===== src/sv/wis_pkg.sv =====
package wis_pkg;

   localparam int NUM_WARPS  = 8;
   localparam int PROG_DEPTH = 64;
   localparam int NUM_REGS   = 64;
   localparam int MAX_SRCS   = 3;

   localparam int WARP_W  = 3;
   localparam int PC_W    = $clog2(PROG_DEPTH + 1);
   localparam int PADDR_W = $clog2(PROG_DEPTH);
   localparam int REG_W   = $clog2(NUM_REGS);
   localparam int IADDR_W = WARP_W + PADDR_W;
   localparam int SADDR_W = WARP_W + REG_W;
   localparam int INST_W  = 42;
   localparam int NSRC    = (MAX_SRCS < 3) ? MAX_SRCS : 3;

   typedef enum logic [1:0] {
      MODE_LOAD    = 2'd0,
      MODE_RESTART = 2'd1,
      MODE_TICK    = 2'd2,
      MODE_CLEAR   = 2'd3
   } mode_type;

   typedef enum logic [2:0] {
      OC_ISSUED  = 3'd0,
      OC_BARRIER = 3'd1,
      OC_MEMORY  = 3'd2,
      OC_RAW     = 3'd3,
      OC_STRUCT  = 3'd4,
      OC_IDLE    = 3'd5,
      OC_LOADED  = 3'd6,
      OC_FULL    = 3'd7
   } outcome_type;

   localparam logic [2:0] UNIT_NONE  = 3'd5;
   localparam logic [1:0] KIND_LOAD  = 2'd1;
   localparam logic [1:0] KIND_STORE = 2'd2;
   localparam logic [1:0] KIND_BAR   = 2'd3;

   localparam logic [2:0] CSR_ACTIVE = 3'd0;
   localparam logic [2:0] CSR_WIDTH  = 3'd1;
   localparam logic [2:0] CSR_INT    = 3'd2;

   typedef struct packed {
      logic [1:0]  mode;
      logic [2:0]  warp_slot;
      logic [2:0]  exec_unit;
      logic [1:0]  inst_kind;
      logic        has_dest;
      logic [5:0]  dest_reg;
      logic [1:0]  src_count;
      logic [5:0]  src_a;
      logic [5:0]  src_b;
      logic [5:0]  src_c;
      logic [9:0]  latency;
   } item_type;

   // Stored instruction: 3+2+1+6+2+18+10 = 42 bits
   typedef struct packed {
      logic [2:0]  unit;
      logic [1:0]  kind;
      logic        has_dest;
      logic [5:0]  dest;
      logic [1:0]  nsrc;
      logic [5:0]  src_a;
      logic [5:0]  src_b;
      logic [5:0]  src_c;
      logic [9:0]  lat;
   } inst_type;

   typedef struct packed {
      logic [2:0]  warp_id;
      logic [2:0]  outcome;
      logic [31:0] cycle_now;
      logic        all_done;
      logic        last;
   } rsp_type;

   function automatic logic [31:0] sat_add(input logic [31:0] a, input logic [31:0] b);
      logic [32:0] s;
      s = {1'b0, a} + {1'b0, b};
      return s[32] ? 32'hFFFF_FFFF : s[31:0];
   endfunction

endpackage


===== src/sv/wis_front.sv =====
module wis_front import wis_pkg::*; (
   input  logic     clock,
   input  logic     reset,
   input  logic     req_valid,
   output logic     req_stall,
   input  item_type req_item,
   output logic     q_valid,
   input  logic     q_pop,
   output item_type q_item
);

   // Two-entry queue between the request port and the engine
   item_type   buf_ff [2];
   logic [1:0] cnt_ff, cnt_in;
   logic       rd_ff, rd_in, wr_ff, wr_in;
   logic       push;

   assign req_stall = (cnt_ff == 2'd2);
   assign push      = req_valid && !req_stall;
   assign q_valid   = (cnt_ff != 2'd0);
   assign q_item    = buf_ff[rd_ff];

   always_comb begin
      cnt_in = cnt_ff;
      rd_in  = rd_ff;
      wr_in  = wr_ff;
      if (push) begin
         wr_in = ~wr_ff;
      end
      if (q_pop && q_valid) begin
         rd_in = ~rd_ff;
      end
      case ({push, q_pop && q_valid})
         2'b10:   cnt_in = cnt_ff + 2'd1;
         2'b01:   cnt_in = cnt_ff - 2'd1;
         default: cnt_in = cnt_ff;
      endcase
   end

   always_ff @(posedge clock) begin
      if (reset) begin
         cnt_ff <= '0;
         rd_ff  <= 1'b0;
         wr_ff  <= 1'b0;
      end else begin
         cnt_ff <= cnt_in;
         rd_ff  <= rd_in;
         wr_ff  <= wr_in;
      end
      if (push) begin
         buf_ff[wr_ff] <= req_item;
      end
   end

   assert property (@(posedge clock) disable iff (reset) cnt_ff <= 2'd2)
      else $error("queue count overflow");
   assert property (@(posedge clock) disable iff (reset)
      (cnt_ff == 2'd0) |-> (rd_ff == wr_ff))
      else $error("empty queue pointers differ");
   assert property (@(posedge clock) disable iff (reset)
      (cnt_ff == 2'd2) |-> (rd_ff == wr_ff))
      else $error("full queue pointers differ");

endmodule


===== config.mk =====
export PLATFORM = sky130hd
export DESIGN_NAME = wis_front
export DESIGN_NICKNAME = d
export VERILOG_FILES = /design/src/sv/wis_pkg.sv /design/src/sv/wis_front.sv
export SDC_FILE = /design/constraint.sdc
export NUM_CORES = 1
export LEC_CHECK = 0
export BUFFER_PORTS_ARGS = -buffer_cell sky130_fd_sc_hd__clkbuf_2
export CAP_MARGIN = 10
export CORE_MARGIN = 5
export CORE_UTILIZATION = 55
export CTS_CLUSTER_DIAMETER = 150
export CTS_CLUSTER_SIZE = 28
export DETAILED_ROUTE_END_ITERATION = 10
export PLACE_DENSITY = 0.83
export SLEW_MARGIN = 15
export SYNTH_ARGS = -nofsm -noshare
export SYNTH_HDL_FRONTEND = slang
export SYNTH_SLANG_ARGS = --single-unit

===== constraint.sdc =====
create_clock -name clock -period 5.91 [get_ports clock]
set_clock_uncertainty 0.2 [all_clocks]
set_input_delay 1.182 -clock clock [delete_from_list [all_inputs] [get_ports clock]]
set_output_delay 1.182 -clock clock [all_outputs]
set_load 0.02 [all_outputs]

* After elaboration in Yosys (flattened, before gate mapping)
Memory sizes are Yosys's and may differ from the RTL's. A register that Yosys moved wholly into a read port is not among the register bits.
Cells that the tools add are included.
** Cells by class
- $add $sub $neg :: 2
- Equality and inequality tests :: 3
- Bitwise logic cells :: 2
- Multiplexer cells :: 5
- Reductions and logical operators :: 5
** Operators with widths (count)
- 2-bit == test, second input constant :: 2
- 1-bit 2-to-1 mux :: 4
- 2-bit case mux with 2 select lines :: 1
- 2-bit nonzero test :: 2
- 2-bit by 1-bit adder with 2-bit output, second input constant :: 1
- 2-bit by 1-bit == test with 1-bit output, second input constant :: 1
- 1-bit logical AND :: 2
- 1-bit inverter :: 2
- 2-bit by 1-bit subtractor with 2-bit output, second input constant :: 1
- 1-bit zero test :: 1
** Storage, ports and cells
- Memories kept :: 1
- Logic and storage cells :: 21
- Input bits :: 51
- Bits in writable memories :: 94
- Output and inout port bits :: 49
- Bits in registers :: 4
** Memories
- buf_ff :: words 2, width 47, read ports 1, clocked after Yosys merged registers in 1, wr ports 1, RTL line wis_front.sv:13 : item_type buf_ff [2];

* Logic depth before layout (Yosys ltp)
Gate-level depths: netlist of the first run.
- Depth in word-level cells :: 5
- Gate-level depth with buffers :: 6
- Depth with buffers taken out :: 6

* Least setup slack after synthesis of the first run
Ideal clock, no wire load.
- Path type :: in2reg
- From :: input port req_valid
- To :: memory buf_ff[0][0] (netlist name) (enable)
- Data required time :: 5309 ps
- Arrival :: 2500 ps
- Stages :: 3
- Library setup time :: 401 ps
- Path slack :: 2809 ps
- Buffers on the path :: 0
- Path through :: inv_1 -> or3_1 -> inv_1
** Between the ends
- Longest elaborated chain between the ends :: 3
** Ends and longest elaborated chain
- from (decl) :: RTL line wis_front.sv:4 : input logic req_valid,
- 1-bit logical AND :: RTL line wis_front.sv:19 : assign push = req_valid && !req_stall;
- 1-bit 2-to-1 mux :: RTL line wis_front.sv:50 : if (push) begin
- 1-bit 2-to-1 mux (implied by the code) :: RTL line wis_front.sv:51 : buf_ff[wr_ff] <= req_item;
- to (decl) :: RTL line wis_front.sv:13
Every way passes these cells.

==> results.py, run 1 <==
metrics = {
    "run_status": {
        "status": "finished, final reports clean",
    },
    "setup_path": {
        "critical_path.max_stage_delay_ns": 1.05,
        "worstRegToRegCells": 4,
        "critPathMaxFanout": 47,
        "required_ns": 4.53,
        "regToRegSetupSlack_ns": 3.58,
        "critPathCaptureType": "output pin",
        "timing.rr.start": "cnt_ff[0]",
        "critical_path.n_buffers_inverters": 1,
        "crit_family": "flip-flops",
        "r2r-end": "buf_ff[0][30]",
        "worst_setup_path_start_kind": "flip-flop",
        "critical_path.slowest_cell": "dfxtp_2",
        "worstSetupPathType": "flip-flop to output pin",
        "timing.critical_path.cells": "mux2_2, clkbuf_2",
        "critical_path_at_ns": 2.04,
    },
    "clock_network": {
        "cts-buffers-inserted": 9,
        "cts.root.buffer_cell": "clkbuf_8",
        "cts_resized": 0,
        "hold_buffers": 0,
        "max-clock-path-buffers": 2,
        "post_cts_buffers": 0,
        "clock_sinks": 99,
        "clock_transition_time_at_the_flip_flop_clock_pins_of_the_worst_setup_and_hold_paths_ns": 0.09,
        "cts_tree": "yes",
        "clock_insertion_delay_worst_skew_ns": 0.34,
        "cts_htree_levels": 3,
    },
    "power_and_ir_drop": {
        "pwr_density_cell_nw_per_um2": 445,
        "vdd_ir_drop_max_mv": 0.425,
        "power_leakage_nw": 1.68,
    },
    "floorplan": {
        "design.portCount": 100,
        "design.core.area_um2": 6350,
        "chipWidth_um": 90.9,
        "core.rowCount": 29,
        "die_h_um": 90.9,
        "design.die.area_um2": 8270,
        "floorplan.initialDensity_pct": 56.7,
    },
    "placed_design": {
        "detailed_place_hpwl_um": 4110,
        "placement.io_buffers": 99,
        "dpl.cell_count": 343,
        "final_wtd_congestion": 0.732,
        "place_area_um2": 4170,
    },
    "yosys": {
        "syn_nets": 224,
        "yosys.cell_types.count": 19,
        "synthesis.yosys.warnings": 0,
        "ys_ff_latch": 99,
        "post-synth-top-area-fraction_pct": 78.3,
        "syn_avg_cell_area_um2": 21.0,
        "synth_area_leaders": "edfxtp_1, mux2_2, mux2_1, dfxtp_1, buf_2",
        "synth_largest_area_cell": "edfxtp_1",
        "synth.cell_area_um2": 3600,
        "ys_seq_area_share_pct": 81.1,
        "syn_inst": 172,
    },
    "timing": {
        "hold_viol_final": 0,
        "period_needed_ns": 3.42,
        "timing.final.crit_share_pct": 57.9,
        "maxClockFrequency_ghz": 0.292,
        "worstMarginPinSlew_ns": 1.11,
        "max_transition_margin_pct": 25.7,
        "slew_violations": 0,
        "unrepaired_setup_endpoints_after_global_routing": "no",
        "total_negative_setup_slack_ns": 0,
        "setup_violations": 0,
    },
    "global_routing": {
        "grt_pass1_wl_um": 10100,
        "number_of_antenna_violations_at_the_first_check_in_global_routing": 0,
        "first_global_vias": 2057,
        "global_route.overflow_total": 0,
        "largest_net_degree_at_the_start_of_global_routing": 48,
        "grt_usage_pct": 15.4,
    },
    "drt": {
        "drc_violations": 0,
        "wirelength_met1_um": 2370,
        "top_layer_reached_by_signal_wires": "met4",
        "first_pass_iters": 4,
        "drtAntennaViolNets": 0,
        "wire_per_inst_um": 17.2,
        "vias": 1857,
        "vias_per_cell": 5.17,
        "dr_wl_met2_um": 3300,
        "initialDrtViolationCount": 88,
        "drt-total-wl_um": 6180,
        "wl_met3_um": 385,
    },
    "worst_hold_path": {
        "worst_hold_class": "flip-flop to flip-flop",
        "min_from": "wr_ff",
        "min_to": "wr_ff",
        "hold_depth": 2,
    },
    "cells_and_area": {
        "most_common_library_cell_in_the_layout_ignoring_fill_and_taps": "clkbuf_2",
        "proportion_of_layout_cells_with_a_drive_suffix_above_1_pct": 53.2,
        "finish.cell_count_without_fillers": 359,
        "finished_layout_cell_area_um2": 4380,
        "final_nets": 329,
        "final_cell_mix": "clkbuf_2, edfxtp_1, mux2_2",
        "area_growth_pct": 21.6,
        "antenna-diode-count": 0,
        "number_of_fill_cells_in_the_layout": 430,
    },
    "job": {
        "timing.max_cap.violations": 0,
    },
}
## where the power goes
part	switching, mW	internal, mW
registers	0.0752	0.888
logic	0.313	0.221
clock network	0.213	0.238
total	0.601	1.35
## synthesized netlist by cell type (all sizes together)
master / n
edfxtp: 94
mux2: 47
buf: 5
dfxtp: 5
inv: 3
nor2: 3
a21oi: 2
o21ai: 2
or3: 2
xnor2: 2
and3: 1
ha: 1
nand2: 1
nand2b: 1
o21a: 1
or2: 1
xor2: 1
## worst max path at each step
stage,slack (ns),cells past startpoint,endpoint
floorplan,2.81,3,buf_ff[0][0]
global placement,2.83,2,q_item[42]
detailed placement,2.83,2,q_item[45]
CTS,2.44,2,q_item[42]
global route,2.37,2,q_item[42]
finish,2.49,2,q_item[44]
## worst reg2reg max path: cells and delay by family (launching register included)
kind	cells	cell delay, ns
flip-flops	1	0.43
AND/OR/NAND/NOR	2	0.51
buffers and inverters	2	0.78
## layer usage
metal	vias to the layer above	track usage, %
met5	-	0
met4	0	6.48
met3	11	4.21
met2	64	27.0
met1	904	17.8
li1	878	-
## per-stage QoR
step                      power, mW  setup WS, ns  util [%]  hold slack, ns
final                          1.95          2.49      69.0           0.319
after global routing           2.04          2.37      69.0           0.333
after CTS                      1.97          2.44      69.0           0.314
after detailed placement       1.53          2.83      65.7           0.304
after global placement         1.51          2.83      65.7           0.268
after floorplan                1.34          2.81         -           0.252
## logic make-up (layout without fill, tap and decap cells)
family | count (synthesis) | count (layout) | synth area share (%)
DFF | 99 | 99 | 81.1
AOI/OAI and AO/OA | 5 | 5 | 0.764
and+or+nand+nor | 9 | 9 | 1.35
buffers and inverters | 8 | 118 | 1.01
xor gates and xnor gates | 3 | 3 | 0.729
adders and majority gates | 1 | 1 | 0.347
muxes | 47 | 47 | 14.7
## flip-flops by register name, summed over array words and instances, names as in the netlist, named ones only
name,count
buf_ff,94
cnt_ff,2
rd_ff,1
wr_ff,1
## cell type report
type,count,area (um^2),share of cell area [%]
repair buffers,99,495,11.3
flip-flops and latches,99,2920,66.7
clock buffers,11,131,3.00
clock inverters,5,77.6,1.77
inverters,3,11.3,0.257
multi-input cells,65,646,14.7
well taps,77,96.3,2.20
(Power assumes the default switching activity.)
==> run 2, diff against run 1 <==
--- a/config.mk
+++ b/config.mk
@@ -5,14 +5,15 @@
 export SDC_FILE = /design/constraint.sdc
 export NUM_CORES = 1
 export LEC_CHECK = 0
+export ABC_AREA = 1
 export BUFFER_PORTS_ARGS = -buffer_cell sky130_fd_sc_hd__clkbuf_2
 export CAP_MARGIN = 10
 export CORE_MARGIN = 5
-export CORE_UTILIZATION = 55
+export CORE_UTILIZATION = 47
 export CTS_CLUSTER_DIAMETER = 150
 export CTS_CLUSTER_SIZE = 28
 export DETAILED_ROUTE_END_ITERATION = 10
-export PLACE_DENSITY = 0.83
+export PLACE_DENSITY = 0.75
 export SLEW_MARGIN = 15
 export SYNTH_ARGS = -nofsm -noshare
 export SYNTH_HDL_FRONTEND = slang
==> constraint.sdc (replaced) <==
create_clock -name clock -period 2.8 [get_ports clock]
set_clock_uncertainty 0.2 [all_clocks]
set_input_delay 0.56 -clock clock [delete_from_list [all_inputs] [get_ports clock]]
set_output_delay 0.56 -clock clock [all_outputs]
set_load 0.02 [all_outputs]
==> run 2 against run 1 <==
Sequential share of layout area is 3.1 points lower. Sequential power is 92% higher. Clock-buffer cell count is 1 lower. Critical endpoint is now q_item[42]. Die area is 20% higher. Critical path depth is 1 higher. Non-clock buffer count is 3 higher. Area after synthesis is 4.4% higher. Largest power group unchanged.
==> results.py, run 2 <==
metrics = {
    "yosys": {
        "synthesis.yosys.warnings": 0,
        "yosys.cell_types.count": 13,
        "synthesized_area_fraction_occupied_by_ao_oa_aoi_and_oai_cells_pct": 0.399,
        "post-synth-top-count-cell": "edfxtp_1",
        "syn_inst": 186,
        "synth_simple_gate_area_share_pct": 2.16,
        "synth_enable_flop_cells": 94,
        "synthMuxAreaShare_pct": 17.1,
        "post_synth_most_frequent_cells": "edfxtp_1, mux2_4, mux2_2, nor2_1, inv_1",
        "syn_nets": 238,
        "synthAdderAreaFrac_pct": 0.333,
        "post-synth-top-area-fraction_pct": 75.0,
        "synth_top_family_by_area": "multiplexers",
        "postSynth.asyncResetShare_pct": 0,
        "ys_seq_area_share_pct": 77.7,
        "synth.cell_area_um2": 3760,
        "synth_largest_area_cell": "edfxtp_1",
        "synth_area_leaders": "edfxtp_1, mux2_4, mux2_2, dfxtp_1, buf_6",
        "synth_xor_area_share_pct": 0,
        "synth_ff_type": "edfxtp_1",
        "syn_avg_cell_area_um2": 20.2,
        "ys_ff_latch": 99,
    },
    "cells_and_area": {
        "finished_layout_cell_area_um2": 4600,
        "largestRegisters": "buf_ff: 94 flops, cnt_ff: 2 flops",
        "final_cell_mix": "clkbuf_2, edfxtp_1, mux2_4",
        "antenna-diode-count": 0,
        "most_common_library_cell_in_the_layout_ignoring_fill_and_taps": "clkbuf_2",
        "area_growth_pct": 22.2,
        "fin_util_pct": 59.2,
        "top_register": "buf_ff",
        "finish.cell_count_without_fillers": 401,
        "final_nets": 346,
        "proportion_of_layout_cells_with_a_drive_suffix_above_1_pct": 55.9,
        "largest_register_ffs": 94,
    },
    "global_routing": {
        "grt_pass1_wl_um": 9710,
        "first_global_vias": 2013,
        "grt_usage_pct": 12.7,
        "number_of_antenna_violations_at_the_first_check_in_global_routing": 0,
        "largest_net_degree_at_the_start_of_global_routing": 48,
        "global_route.overflow_total": 0,
    },
    "clock_network": {
        "hold_buffers": 0,
        "clock_transition_time_at_the_flip_flop_clock_pins_of_the_worst_setup_and_hold_paths_ns": 0.10,
        "max-clock-path-buffers": 2,
        "cts-buffers-inserted": 9,
        "clock_sinks": 99,
        "cts_tree": "yes",
        "cts_htree_levels": 3,
        "cts_resized": 0,
        "clock_insertion_delay_worst_skew_ns": 0.34,
        "post_cts_buffers": 0,
        "cts.root.buffer_cell": "clkbuf_8",
    },
    "power_and_ir_drop": {
        "combPwrFrac_pct": 25.1,
        "internal-power_mw": 2.61,
        "p_sw_mw": 1.03,
        "pwr-share-seq_pct": 50.8,
        "power.share.clock_pct": 24.1,
        "power_leakage_nw": 1.84,
        "netSwitchingFraction_pct": 28.2,
        "pwr_density_cell_nw_per_um2": 792,
        "vdd_ir_drop_max_mv": 0.451,
    },
    "floorplan": {
        "core.rowCount": 32,
        "die_h_um": 99.5,
        "design.die.area_um2": 9890,
        "floorplan.initialDensity_pct": 48.4,
        "chipWidth_um": 99.5,
        "design.portCount": 100,
        "design.core.area_um2": 7770,
    },
    "timing": {
        "layout_setup_ws_ns": 0.496,
        "slew_violations": 0,
        "timing.final.crit_share_pct": 82.3,
        "total_negative_setup_slack_ns": 0,
        "worstMarginPinSlew_ns": 0.321,
        "period_needed_ns": 2.30,
        "setup_violations": 0,
        "unrepaired_setup_endpoints_after_global_routing": "no",
        "hold_viol_final": 0,
        "max_transition_margin_pct": 78.6,
        "maxClockFrequency_ghz": 0.434,
    },
    "drt": {
        "vias": 1927,
        "first_pass_iters": 4,
        "drtAntennaViolNets": 0,
        "initialDrtViolationCount": 46,
        "drc_violations": 0,
        "wire_per_inst_um": 14.9,
        "drt-total-wl_um": 5980,
        "vias_per_cell": 4.81,
    },
    "placed_design": {
        "final_wtd_congestion": 0.757,
        "dpl.cell_count": 385,
        "placement.io_buffers": 99,
        "detailed_place_hpwl_um": 4050,
        "preCtsSetupSlack_ns": 0.774,
        "place_area_um2": 4400,
    },
    "setup_path": {
        "critical_path.slowest_cell": "mux2_2",
        "worst_setup_path_start_kind": "flip-flop",
        "critical_path.n_buffers_inverters": 2,
        "critical_path.max_stage_delay_ns": 0.39,
        "critPathMaxFanout": 47,
        "critical_path_at_ns": 1.54,
        "worstSetupPathType": "flip-flop to output pin",
        "required_ns": 2.04,
        "timing.critical_path.cells": "buf_12, mux2_2, clkbuf_2",
        "crit_family": "buffers and inverters",
        "critPathCaptureType": "output pin",
    },
    "run_status": {
        "status": "finished, final reports clean",
    },
    "worst_hold_path": {
        "worst_hold_class": "input port to flip-flop",
    },
    "job": {
        "timing.max_cap.violations": 0,
    },
}
run 2: cell count changes in the layout (fill, tap and decap cells not counted), sizes merged, moves of 2 or more:
cell	previous run	this run
or3	2	0
nor2	3	12
xnor2	2	0
inv	3	11
buf	0	3
nand2	1	8
run 2: routing by layer:
layer / vias up / GRT usage, % / routed length (um)
met2: 68 / 21.0 / 3080
met1: 941 / 15.5 / 2380
met4: 0 / 5.36 / 42
met5: - / 0 / 0
li1: 913 / - / -
met3: 5 / 3.93 / 481
run 2: kinds of logic after synthesis:
family | count (synthesis)
AO/OA/AOI/OAI | 3
adder cells (fa/ha/maj) | 1
buffers and inverters | 15
flip-flops | 99
multiplexers | 47
AND/OR/NAND/NOR | 21
run 2: worst reg2reg max path: cells and delay by family, from the launching register on:
kind	cells	cell delay, ns
buffers and inverters	3	0.46
AND/OR/NAND/NOR	3	0.47
flip-flops	1	0.34
run 2: stage by stage:
stage                     hold slack, ns  total power [mW]
after floorplan                    0.265              2.54
after global placement             0.278              2.80
after detailed placement           0.305              2.82
after CTS                          0.174              3.69
after global routing               0.173              3.83
final                              0.198              3.64
run 2: area by class of cell:
type	count	area (um^2)
Timing Repair Buffer	102	556
Tap cell	102	128
Sequential cell	99	2920
Clock inverter	6	65.1
Clock buffer	10	128
Multi-Input combinational cell	72	758
Inverter	10	37.5
Fill cell	621	3170
run 2: worst paths after layout:
kind	startpoint	endpoint	slack, ns	depth (start not counted)
max	flip-flop	q_item[42]	0.50	3
min	req_item[6]	buf_ff[0][6]	0.20	1
max reg2reg	cnt_ff[1]	buf_ff[0][40]	0.99	6
min reg2reg	cnt_ff[1]	cnt_ff[1]	0.32	2
run 2: power by group through the flow:
stage	combinational (mW)	clock, mW	sequential (mW)
detailed placement	0.931	0	1.89
global route	0.989	0.973	1.87
finish	0.914	0.876	1.85
CTS	0.933	0.908	1.85
global placement	0.923	0	1.88
floorplan	0.666	0	1.88
